===== config.mk =====
export PLATFORM = sky130hd
export DESIGN_NAME = bitmap_slot_allocator_top
export DESIGN_NICKNAME = d
export VERILOG_FILES = /design/src/hw/rtl/bsa_pkg.sv /design/src/hw/rtl/bitmap_slot_allocator_top.sv /design/src/hw/rtl/bsa_ram.sv /design/src/hw/rtl/bsa_div.sv
export SDC_FILE = /design/constraint.sdc
export NUM_CORES = 1
export LEC_CHECK = 0
export ABC_AREA = 1
export BUFFER_PORTS_ARGS = -buffer_cell sky130_fd_sc_hd__buf_2
export CORE_ASPECT_RATIO = 1.1
export CORE_MARGIN = 3
export CORE_UTILIZATION = 25
export DETAILED_ROUTE_END_ITERATION = 12
export PLACE_DENSITY = 0.36
export SLEW_MARGIN = 20
export SYNTH_ARGS = -nofsm -noshare
export SYNTH_HDL_FRONTEND = slang
export SYNTH_HIERARCHICAL = 1
export SYNTH_SLANG_ARGS = --single-unit
export TNS_END_PERCENT = 1

===== constraint.sdc =====
create_clock -name aclk -period 9.17 [get_ports aclk]
set_input_delay 1.834 -clock aclk [delete_from_list [all_inputs] [get_ports aclk]]
set_output_delay 1.834 -clock aclk [all_outputs]
set_load 0.005 [all_outputs]

===== src/hw/rtl/bsa_pkg.sv =====
// shared types, widths and codes of the bitmap slot allocator
`timescale 1ns / 1ps

package bsa_pkg;

    // field widths
    localparam int OFF_W = 20;
    localparam int ST_W  = 2;
    localparam int CNT_W = 9;

    // stream widths
    localparam int S_TDATA_W = 24;
    localparam int S_TUSER_W = 2;
    localparam int M_TDATA_W = 32;

    // bitmap word
    localparam int WORD_W = 32;
    localparam int BIT_W  = $clog2(WORD_W);

    // default pool geometry
    localparam int RECORD_SLOTS_DEF = 64;
    localparam int BLOCK_SLOTS_DEF  = 256;
    localparam int BLOCK_BYTES_DEF  = 4096;
    localparam int RECORD_BASE_DEF  = 512;
    localparam int RECORD_BYTES_DEF = 256;

    // request codes
    localparam logic ACT_ALLOC = 1'b0;
    localparam logic ACT_FREE  = 1'b1;
    localparam logic POOL_REC  = 1'b0;
    localparam logic POOL_BLK  = 1'b1;

    // status codes
    localparam logic [ST_W-1:0] ST_OK    = 2'd0;
    localparam logic [ST_W-1:0] ST_FULL  = 2'd1;
    localparam logic [ST_W-1:0] ST_RANGE = 2'd2;

    // divider request
    typedef struct packed {
        logic start;
        logic use_block;
    } bsa_div_req_t;

endpackage


===== src/hw/rtl/bitmap_slot_allocator_top.sv =====
// first-fit slot allocator over an index record pool and a data block pool
// allocate: scans the bitmap words of the pool in order from the first until a free slot is found
//   (up to 2 words for records and 8 for blocks at the default pool sizes)
// free: reciprocal multiplier, word read and write; range status past pool, below record base
// one request at a time; the next is taken once the result enters the output register
// reset is synchronous active low; per-word valid flags make the bitmaps read as a
//   fresh image at once, with slot 0 of the record pool used and both counts zero
`timescale 1ns / 1ps

module bitmap_slot_allocator_top #(
    parameter int RECORD_SLOTS = bsa_pkg::RECORD_SLOTS_DEF,
    parameter int BLOCK_SLOTS  = bsa_pkg::BLOCK_SLOTS_DEF,
    parameter int BLOCK_BYTES  = bsa_pkg::BLOCK_BYTES_DEF,
    parameter int RECORD_BASE  = bsa_pkg::RECORD_BASE_DEF,
    parameter int RECORD_BYTES = bsa_pkg::RECORD_BYTES_DEF
) (
    input  logic                            aclk,
    input  logic                            aresetn,
    input  logic                            s_axis_tvalid,
    output logic                            s_axis_tready,
    // free_offset
    input  logic [bsa_pkg::S_TDATA_W-1:0]   s_axis_tdata,
    // action, pool
    input  logic [bsa_pkg::S_TUSER_W-1:0]   s_axis_tuser,
    output logic                            m_axis_tvalid,
    input  logic                            m_axis_tready,
    // slot_offset, status, used_count
    output logic [bsa_pkg::M_TDATA_W-1:0]   m_axis_tdata
);

    import bsa_pkg::*;

    localparam int REC_WORDS = (RECORD_SLOTS + WORD_W - 1) / WORD_W;
    localparam int BLK_WORDS = (BLOCK_SLOTS + WORD_W - 1) / WORD_W;
    localparam int MAX_WORDS = (REC_WORDS > BLK_WORDS) ? REC_WORDS : BLK_WORDS;
    localparam int NWORDS    = REC_WORDS + BLK_WORDS;
    localparam int WW        = (MAX_WORDS > 1) ? $clog2(MAX_WORDS) : 1;
    localparam int SLW       = WW + BIT_W;
    localparam int AW        = $clog2(NWORDS);
    localparam int RCW       = $clog2(RECORD_SLOTS + 1);
    localparam int BCW       = $clog2(BLOCK_SLOTS + 1);
    localparam int REC_TAIL  = RECORD_SLOTS % WORD_W;
    localparam int BLK_TAIL  = BLOCK_SLOTS % WORD_W;

    localparam logic [WORD_W-1:0] REC_TAIL_MASK =
        (REC_TAIL == 0) ? '0 : ~((WORD_W'(1) << REC_TAIL) - WORD_W'(1));
    localparam logic [WORD_W-1:0] BLK_TAIL_MASK =
        (BLK_TAIL == 0) ? '0 : ~((WORD_W'(1) << BLK_TAIL) - WORD_W'(1));
    localparam logic [WORD_W-1:0] REC_ROOT = WORD_W'(1);
    localparam logic [WW-1:0]     REC_LAST = WW'(REC_WORDS - 1);
    localparam logic [WW-1:0]     BLK_LAST = WW'(BLK_WORDS - 1);

    localparam logic [2:0] S_IDLE = 3'd0;
    localparam logic [2:0] S_SCAN = 3'd1;
    localparam logic [2:0] S_MUL  = 3'd2;
    localparam logic [2:0] S_DIV  = 3'd3;
    localparam logic [2:0] S_FRD  = 3'd4;
    localparam logic [2:0] S_FWR  = 3'd5;
    localparam logic [2:0] S_OUT  = 3'd6;

    logic [2:0]           state_reg, state_next;
    logic [NWORDS-1:0]    valid_reg, valid_next;
    logic [RCW-1:0]       rec_cnt_reg, rec_cnt_next;
    logic [BCW-1:0]       blk_cnt_reg, blk_cnt_next;
    logic                 m_valid_reg, m_valid_next;
    logic [M_TDATA_W-1:0] m_data_reg, m_data_next;
    logic                 pool_reg, pool_next;
    logic [WW-1:0]        word_reg, word_next;
    logic [SLW-1:0]       slot_reg, slot_next;
    logic [ST_W-1:0]      status_reg, status_next;
    logic [OFF_W-1:0]     off_reg, off_next;

    logic                 ram_we;
    logic [AW-1:0]        ram_waddr;
    logic [WORD_W-1:0]    ram_wdata;
    logic [AW-1:0]        ram_raddr;
    logic [WORD_W-1:0]    ram_rdata;

    bsa_div_req_t         div_req;
    logic [OFF_W-1:0]     div_dividend;
    logic                 div_done;
    logic [OFF_W-1:0]     div_quo;

    logic                 in_pool;
    logic                 in_action;
    logic [OFF_W-1:0]     in_offs;
    logic                 below_base;
    logic [AW-1:0]        cur_addr;
    logic                 last_word;
    logic [WORD_W-1:0]    raw_word;
    logic [WORD_W-1:0]    scan_word;
    logic [WORD_W-1:0]    lowest_zero;
    logic [BIT_W-1:0]     zero_idx;
    logic                 has_zero;
    logic [WORD_W-1:0]    free_mask;
    logic                 quo_range;
    logic [31:0]          prod;
    logic [31:0]          cnt32;

    function automatic logic [AW-1:0] addr_of(input logic pool, input logic [WW-1:0] word);
        return AW'(word) + ((pool == POOL_BLK) ? AW'(REC_WORDS) : AW'(0));
    endfunction

    assign in_action  = s_axis_tuser[0];
    assign in_pool    = s_axis_tuser[1];
    assign in_offs    = s_axis_tdata[OFF_W-1:0];
    assign below_base = (32'(in_offs) < 32'(RECORD_BASE));

    assign cur_addr  = addr_of(pool_reg, word_reg);
    assign last_word = (word_reg == ((pool_reg == POOL_BLK) ? BLK_LAST : REC_LAST));
    assign raw_word  = valid_reg[cur_addr] ? ram_rdata :
                       ((pool_reg == POOL_REC && word_reg == '0) ? REC_ROOT : '0);
    assign scan_word = raw_word |
                       (last_word ? ((pool_reg == POOL_BLK) ? BLK_TAIL_MASK : REC_TAIL_MASK)
                                  : '0);
    assign lowest_zero = ~scan_word & (scan_word + WORD_W'(1));
    assign has_zero    = ~&scan_word;
    assign free_mask   = WORD_W'(1) << slot_reg[BIT_W-1:0];

    always_comb begin
        zero_idx = '0;
        for (int i = 0; i < WORD_W; i++) begin
            zero_idx = zero_idx | (lowest_zero[i] ? BIT_W'(i) : '0);
        end
    end

    assign quo_range = (pool_reg == POOL_BLK) ? (32'(div_quo) >= 32'(BLOCK_SLOTS))
                                              : (32'(div_quo) >= 32'(RECORD_SLOTS));

    assign prod = (pool_reg == POOL_BLK)
                ? 32'(slot_reg) * 32'(BLOCK_BYTES)
                : 32'(RECORD_BASE) + 32'(slot_reg) * 32'(RECORD_BYTES);

    assign cnt32 = (pool_reg == POOL_BLK) ? 32'(blk_cnt_reg) : 32'(rec_cnt_reg);

    // bitmap port control
    always_comb begin
        case (state_reg)
            S_IDLE:  ram_raddr = addr_of(in_pool, '0);
            S_SCAN:  ram_raddr = last_word ? cur_addr : addr_of(pool_reg, word_reg + 1'b1);
            default: ram_raddr = cur_addr;
        endcase
        ram_we    = ((state_reg == S_SCAN) && has_zero) || (state_reg == S_FWR);
        ram_waddr = cur_addr;
        ram_wdata = (state_reg == S_SCAN) ? (raw_word | lowest_zero) : (raw_word & ~free_mask);
    end

    assign div_req.start     = (state_reg == S_IDLE) && s_axis_tvalid && (in_action == ACT_FREE)
                               && !((in_pool == POOL_REC) && below_base);
    assign div_req.use_block = (in_pool == POOL_BLK);
    assign div_dividend      = (in_pool == POOL_BLK) ? in_offs
                                                     : in_offs - OFF_W'(RECORD_BASE);

    always_comb begin
        state_next   = state_reg;
        valid_next   = valid_reg;
        rec_cnt_next = rec_cnt_reg;
        blk_cnt_next = blk_cnt_reg;
        m_valid_next = m_valid_reg;
        m_data_next  = m_data_reg;
        pool_next    = pool_reg;
        word_next    = word_reg;
        slot_next    = slot_reg;
        status_next  = status_reg;
        off_next     = off_reg;

        if (m_valid_reg && m_axis_tready) begin
            m_valid_next = 1'b0;
        end
        if (ram_we) begin
            valid_next[ram_waddr] = 1'b1;
        end

        case (state_reg)
            S_IDLE: begin
                if (s_axis_tvalid) begin
                    pool_next = in_pool;
                    word_next = '0;
                    off_next  = '0;
                    if (in_action == ACT_ALLOC) begin
                        state_next = S_SCAN;
                    end else if ((in_pool == POOL_REC) && below_base) begin
                        status_next = ST_RANGE;
                        state_next  = S_OUT;
                    end else begin
                        state_next = S_DIV;
                    end
                end
            end
            S_SCAN: begin
                if (has_zero) begin
                    slot_next   = {word_reg, zero_idx};
                    status_next = ST_OK;
                    if (pool_reg == POOL_BLK) begin
                        if (blk_cnt_reg < BCW'(BLOCK_SLOTS)) begin
                            blk_cnt_next = blk_cnt_reg + 1'b1;
                        end
                    end else begin
                        if (rec_cnt_reg < RCW'(RECORD_SLOTS)) begin
                            rec_cnt_next = rec_cnt_reg + 1'b1;
                        end
                    end
                    state_next = S_MUL;
                end else if (last_word) begin
                    status_next = ST_FULL;
                    state_next  = S_OUT;
                end else begin
                    word_next = word_reg + 1'b1;
                end
            end
            S_MUL: begin
                off_next   = prod[OFF_W-1:0];
                state_next = S_OUT;
            end
            S_DIV: begin
                if (div_done) begin
                    if (quo_range) begin
                        status_next = ST_RANGE;
                        state_next  = S_OUT;
                    end else begin
                        slot_next  = div_quo[SLW-1:0];
                        word_next  = div_quo[SLW-1:BIT_W];
                        state_next = S_FRD;
                    end
                end
            end
            S_FRD: begin
                state_next = S_FWR;
            end
            S_FWR: begin
                status_next = ST_OK;
                if (pool_reg == POOL_BLK) begin
                    if (blk_cnt_reg != '0) begin
                        blk_cnt_next = blk_cnt_reg - 1'b1;
                    end
                end else begin
                    if (rec_cnt_reg != '0) begin
                        rec_cnt_next = rec_cnt_reg - 1'b1;
                    end
                end
                state_next = S_OUT;
            end
            S_OUT: begin
                if (!m_valid_reg || m_axis_tready) begin
                    m_data_next  = {1'b0, cnt32[CNT_W-1:0], status_reg, off_reg};
                    m_valid_next = 1'b1;
                    state_next   = S_IDLE;
                end
            end
            default: begin
                state_next = S_IDLE;
            end
        endcase
    end

    always_ff @(posedge aclk) begin
        if (!aresetn) begin
            state_reg   <= S_IDLE;
            valid_reg   <= '0;
            rec_cnt_reg <= '0;
            blk_cnt_reg <= '0;
            m_valid_reg <= 1'b0;
        end else begin
            state_reg   <= state_next;
            valid_reg   <= valid_next;
            rec_cnt_reg <= rec_cnt_next;
            blk_cnt_reg <= blk_cnt_next;
            m_valid_reg <= m_valid_next;
        end
    end

    always_ff @(posedge aclk) begin
        m_data_reg <= m_data_next;
        pool_reg   <= pool_next;
        word_reg   <= word_next;
        slot_reg   <= slot_next;
        status_reg <= status_next;
        off_reg    <= off_next;
    end

    bsa_ram #(
        .WIDTH (WORD_W),
        .DEPTH (NWORDS),
        .AW    (AW)
    ) u_map_ram (
        .aclk  (aclk),
        .we    (ram_we),
        .waddr (ram_waddr),
        .wdata (ram_wdata),
        .raddr (ram_raddr),
        .rdata (ram_rdata)
    );

    bsa_div #(
        .BLOCK_BYTES  (BLOCK_BYTES),
        .RECORD_BYTES (RECORD_BYTES)
    ) u_div (
        .aclk     (aclk),
        .aresetn  (aresetn),
        .req      (div_req),
        .dividend (div_dividend),
        .done     (div_done),
        .quotient (div_quo)
    );

    assign s_axis_tready = (state_reg == S_IDLE);
    assign m_axis_tvalid = m_valid_reg;
    assign m_axis_tdata  = m_data_reg;

    a_cnt_bound: assert property (@(posedge aclk) disable iff (!aresetn)
        (32'(rec_cnt_reg) <= 32'(RECORD_SLOTS)) && (32'(blk_cnt_reg) <= 32'(BLOCK_SLOTS)))
        else $error("used count above pool size");

    a_div_done_state: assert property (@(posedge aclk) disable iff (!aresetn)
        div_done |-> (state_reg == S_DIV))
        else $error("divider finished outside the free sequence");

    a_we_state: assert property (@(posedge aclk) disable iff (!aresetn)
        ram_we |-> ((state_reg == S_SCAN) || (state_reg == S_FWR)))
        else $error("bitmap written outside scan or free update");

    a_full_zero: assert property (@(posedge aclk) disable iff (!aresetn)
        (m_valid_reg && (m_data_reg[OFF_W+ST_W-1:OFF_W] != ST_OK))
            |-> (m_data_reg[OFF_W-1:0] == '0))
        else $error("failed request carries a nonzero offset");

    a_out_load: assert property (@(posedge aclk) disable iff (!aresetn)
        ((state_reg == S_OUT) && (!m_valid_reg || m_axis_tready)) |=> m_valid_reg)
        else $error("result not presented after completion");

endmodule


===== src/hw/rtl/bsa_ram.sv =====
// generic single write port ram with registered read
`timescale 1ns / 1ps

module bsa_ram #(
    parameter int WIDTH = 32,
    parameter int DEPTH = 16,
    parameter int AW    = (DEPTH > 1) ? $clog2(DEPTH) : 1
) (
    input  logic             aclk,
    input  logic             we,
    input  logic [AW-1:0]    waddr,
    input  logic [WIDTH-1:0] wdata,
    input  logic [AW-1:0]    raddr,
    output logic [WIDTH-1:0] rdata
);

    logic [WIDTH-1:0] mem [DEPTH];
    logic [WIDTH-1:0] rdata_reg;

    always_ff @(posedge aclk) begin
        if (we) begin
            mem[waddr] <= wdata;
        end
        rdata_reg <= mem[raddr];
    end

    assign rdata = rdata_reg;

endmodule


===== src/hw/rtl/bsa_div.sv =====
// reciprocal multiplier that turns a byte offset into a slot number
`timescale 1ns / 1ps

module bsa_div #(
    parameter int BLOCK_BYTES  = bsa_pkg::BLOCK_BYTES_DEF,
    parameter int RECORD_BYTES = bsa_pkg::RECORD_BYTES_DEF
) (
    input  logic                       aclk,
    input  logic                       aresetn,
    input  bsa_pkg::bsa_div_req_t      req,
    input  logic [bsa_pkg::OFF_W-1:0]  dividend,
    output logic                       done,
    output logic [bsa_pkg::OFF_W-1:0]  quotient
);

    import bsa_pkg::*;

    // floor(x / d) = (x * ceil(2^(OFF_W+l) / d)) >> (OFF_W+l), l = clog2(d), exact for x < 2^OFF_W
    localparam int     MUL_W     = OFF_W + 1;
    localparam int     PROD_W    = OFF_W + MUL_W;
    localparam int     BLK_SH    = OFF_W + $clog2(BLOCK_BYTES);
    localparam int     REC_SH    = OFF_W + $clog2(RECORD_BYTES);
    localparam longint BLK_RECIP =
        ((longint'(1) << BLK_SH) + longint'(BLOCK_BYTES) - 1) / longint'(BLOCK_BYTES);
    localparam longint REC_RECIP =
        ((longint'(1) << REC_SH) + longint'(RECORD_BYTES) - 1) / longint'(RECORD_BYTES);
    localparam logic [MUL_W-1:0] BLK_MUL = MUL_W'(BLK_RECIP);
    localparam logic [MUL_W-1:0] REC_MUL = MUL_W'(REC_RECIP);

    logic              busy_reg, busy_next;
    logic              done_reg, done_next;
    logic              blk_reg, blk_next;
    logic [OFF_W-1:0]  dvd_reg, dvd_next;
    logic [OFF_W-1:0]  quo_reg, quo_next;
    logic [MUL_W-1:0]  mul_sel;
    logic [PROD_W-1:0] prod;

    assign mul_sel = blk_reg ? BLK_MUL : REC_MUL;
    assign prod    = PROD_W'(dvd_reg) * PROD_W'(mul_sel);

    always_comb begin
        busy_next = busy_reg;
        done_next = 1'b0;
        blk_next  = blk_reg;
        dvd_next  = dvd_reg;
        quo_next  = quo_reg;
        if (req.start) begin
            busy_next = 1'b1;
            blk_next  = req.use_block;
            dvd_next  = dividend;
        end else if (busy_reg) begin
            quo_next  = blk_reg ? OFF_W'(prod >> BLK_SH) : OFF_W'(prod >> REC_SH);
            busy_next = 1'b0;
            done_next = 1'b1;
        end
    end

    always_ff @(posedge aclk) begin
        if (!aresetn) begin
            busy_reg <= 1'b0;
            done_reg <= 1'b0;
        end else begin
            busy_reg <= busy_next;
            done_reg <= done_next;
        end
    end

    always_ff @(posedge aclk) begin
        blk_reg <= blk_next;
        dvd_reg <= dvd_next;
        quo_reg <= quo_next;
    end

    assign done     = done_reg;
    assign quotient = quo_reg;

endmodule

==> results.txt <==
Warnings, synthesis: 6
Final min period: 5920 ps
Multiplexer share of the synthesized area: 0
Clk_lat worst skew: 600 ps
Switch Pwr: 3.70 mW
Synthesis-to-layout area growth: 14.2%
Die X: 285 um
WL final: 64.0 mm
Switch share: 0.426
Hold crit path type: reg2reg
Routed wire per std cell: 18.4 um
Max-slew headroom: 0.313
Distinct cells, synth: 52
CTS tree: yes
Post-synthesis cell area: 21400 um2
Final setup fails: 0
Via count: 15100
Grt total ovfl: 0
Internal power: 4.98 mW
CTS Buffer Depth: 3
R2R Setup Slk: 3250 ps
Most common cell after layout, fill and taps aside: nand2_1
Max reg flops: 320
Crit end category: register
Compound-Gate Fraction of Synth Area: 0.0462
Clock slew at reported path FFs: 60 ps
Fin crit share: 0.645
Largest family of logic cells by synthesized area: simple AND/OR/NAND/NOR gates
TritonCTS buffer count: 53
NumNets Final: 2364
Status: finished, final reports clean
Clock Sink Count: 458
Most frequent cells in the layout: 544 x nand2_1, 394 x edfxtp_1, 349 x inv_1
Leak: 10.0 nW
Max Transition Viols Final: 0
Overall power: 8.68 mW
Syn Inst Count: 2269
Row cnt: 111
RSZ-0062 raised after global routing: false
Clock Power Share: 0.230
Vias in the first global route: 14900
DRC marker count from the first detailed-route iteration: 787
Die height: 313 um
Root buf cell: clkbuf_16
Seq/Total Area, Yosys: 0.612
Yosys reg bits: 458
Starting Density: 0.255
Syn_area_per_cell: 9.44 um2
Total GRT Usage: 0.143
CORE AREA: 84200 um2
Final hold violation count: 0
Crit-path max FO: 23
Arr. time, crit path: 6170 ps
Hold Buf Count CTS: 0
Post-DRT Antenna Nets: 0
Htree depth: 2
EDFF count, synth: 394
Vias/cell: 4.33
PwrDens: 355 nW/um2
IO Count: 64
Crit Path Category: reg2reg
Share of flip-flops with an asynchronous set or reset: 0
Adder-Cell Fraction of Synth Area: 0.0141
Clock skew: 21.3 ps
CP Launch Type: register
Initial DRT Pass Iterations: 5
Post-cts resize count: 0
Post-synthesis xor/xnor area fraction: 0.00858
Ys flop type: edfxtp_1
Worst slew pin tran: 1030 ps
First-pass GRT wire length: 97.0 mm
Share of cells above drive strength 1: 0.0902
Initial antenna violation count: 0
Full die area: 89300 um2
Postcts setup bufs: 0
Largest net degree at the start of global routing: 81
DRC Markers: 0
Port Buffers: 42
Setup TNS: 0 ps
Reg power frac: 0.362
Detailed Place HPWL: 41.3 mm
Simple-gate area share of the yosys netlist: 0.227
MaxCap Viol Count: 0
Combinational power share: 0.409
Max IR drop VDD: 0.174 mV
Max Fclk: 0.169 GHz
Final Wtd Congestion: 0.863
Critical Path RT: 9430 ps
area by class of cell:
class	instances	area, um2
inverters	354	1340
diodes	1	2.50
clock buffers	73	1460
fillers	8913	59700
repair buffers	74	450
multi-input cells	1370	6530
well taps	1130	1410
flip-flops and latches	458	13100
clock inverters	22	161
logic make-up after synthesis:
| kind of cell | count (synthesis) |
|---|---|
| buffers and inverters | 456 |
| AOI/OAI and AO/OA | 183 |
| other | 2 |
| adders and majority gates | 23 |
| DFF | 458 |
| and+or+nand+nor | 1126 |
| xor gates and xnor gates | 21 |
through the flow:
| step | hold WS [ps] | setup WS, ps | instance area [um2] | cells | utilization |
|---|---|---|---|---|---|
| final | 417 | 3250 | 24500 | 3482 | 0.291 |
| after global routing | 431 | 2790 | 24500 | 3481 | 0.291 |
| after CTS | 419 | 3120 | 24500 | 3480 | 0.291 |
| after detailed placement | 405 | 3120 | 22800 | 3385 | 0.271 |
| after global placement | 412 | 3190 | 22800 | 3385 | 0.271 |
| after floorplan | 400 | 4870 | 21500 | 2284 | - |
path summary, 6_finish.rpt:
path                from                  end  cells past startpoint
max             pool_reg  u_map_ram/mem[2][6]                     16
min          off_reg[17]     m_axis_tdata[17]                      0
max reg2reg     pool_reg  u_map_ram/mem[2][6]                     16
min reg2reg  off_reg[17]     m_axis_tdata[17]                      0
power groups by stage:
stage | combinational [mW] | sequential [mW] | clock [mW]
2_1_floorplan | 2.42 | 3.09 | 0
3_3_place_gp | 3.61 | 3.19 | 0
3_5_place_dp | 3.63 | 3.18 | 0
4_1_cts | 3.64 | 3.14 | 2.08
5_1_grt | 4.03 | 3.17 | 2.16
6_report | 3.55 | 3.14 | 2.00
synthesized netlist by cell type (4+ instances only):
library cell    n  area share
o211ai_1        4      0.0014
xor2_1         14      0.0057
nand4_1        29      0.0085
clkbuf_1       26      0.0046
nand2_1       544       0.095
a21oi_1        36      0.0084
ha_1           21       0.012
o21ai_0       117       0.027
or2_2           4      0.0012
xnor2_1         7      0.0029
inv_1         349       0.061
nor2_2          9      0.0026
nor3_1         11      0.0026
buf_6          15      0.0079
nor4_1          5      0.0015
buf_2          30      0.0070
nor2_4          5      0.0026
buf_1          10      0.0018
nor2_1        230       0.040
edfxtp_1      394        0.55
nand3_1       264       0.062
nand2_2         7      0.0020
a21oi_2         4      0.0016
buf_4          19      0.0067
dfxtp_1        64       0.060
o22ai_1         7      0.0020
routing by layer:
| layer | GRT usage | share of wire | vias to the layer above |
|---|---|---|---|
| met5 | 0 | 0 | - |
| met4 | 0.0476 | 0.032 | 0 |
| met3 | 0.0183 | 0.031 | 107 |
| met2 | 0.239 | 0.47 | 250 |
| met1 | 0.191 | 0.46 | 7246 |
| li1 | - | - | 7482 |
critical path: stages, from the launching register on:
cell	delay [ps]
edfxtp_1	870
ha_1	290
inv_1	50
ha_1	470
inv_1	140
nand3_1	100
nand2_1	410
nand3_4	530
nor2_2	130
inv_1	150
nor3_4	70
nand3_2	110
o21ai_2	120
nand2_2	360
nand3_1	420
nor2_4	820
buf_4	470
Power figures use the tool's default switching activity.
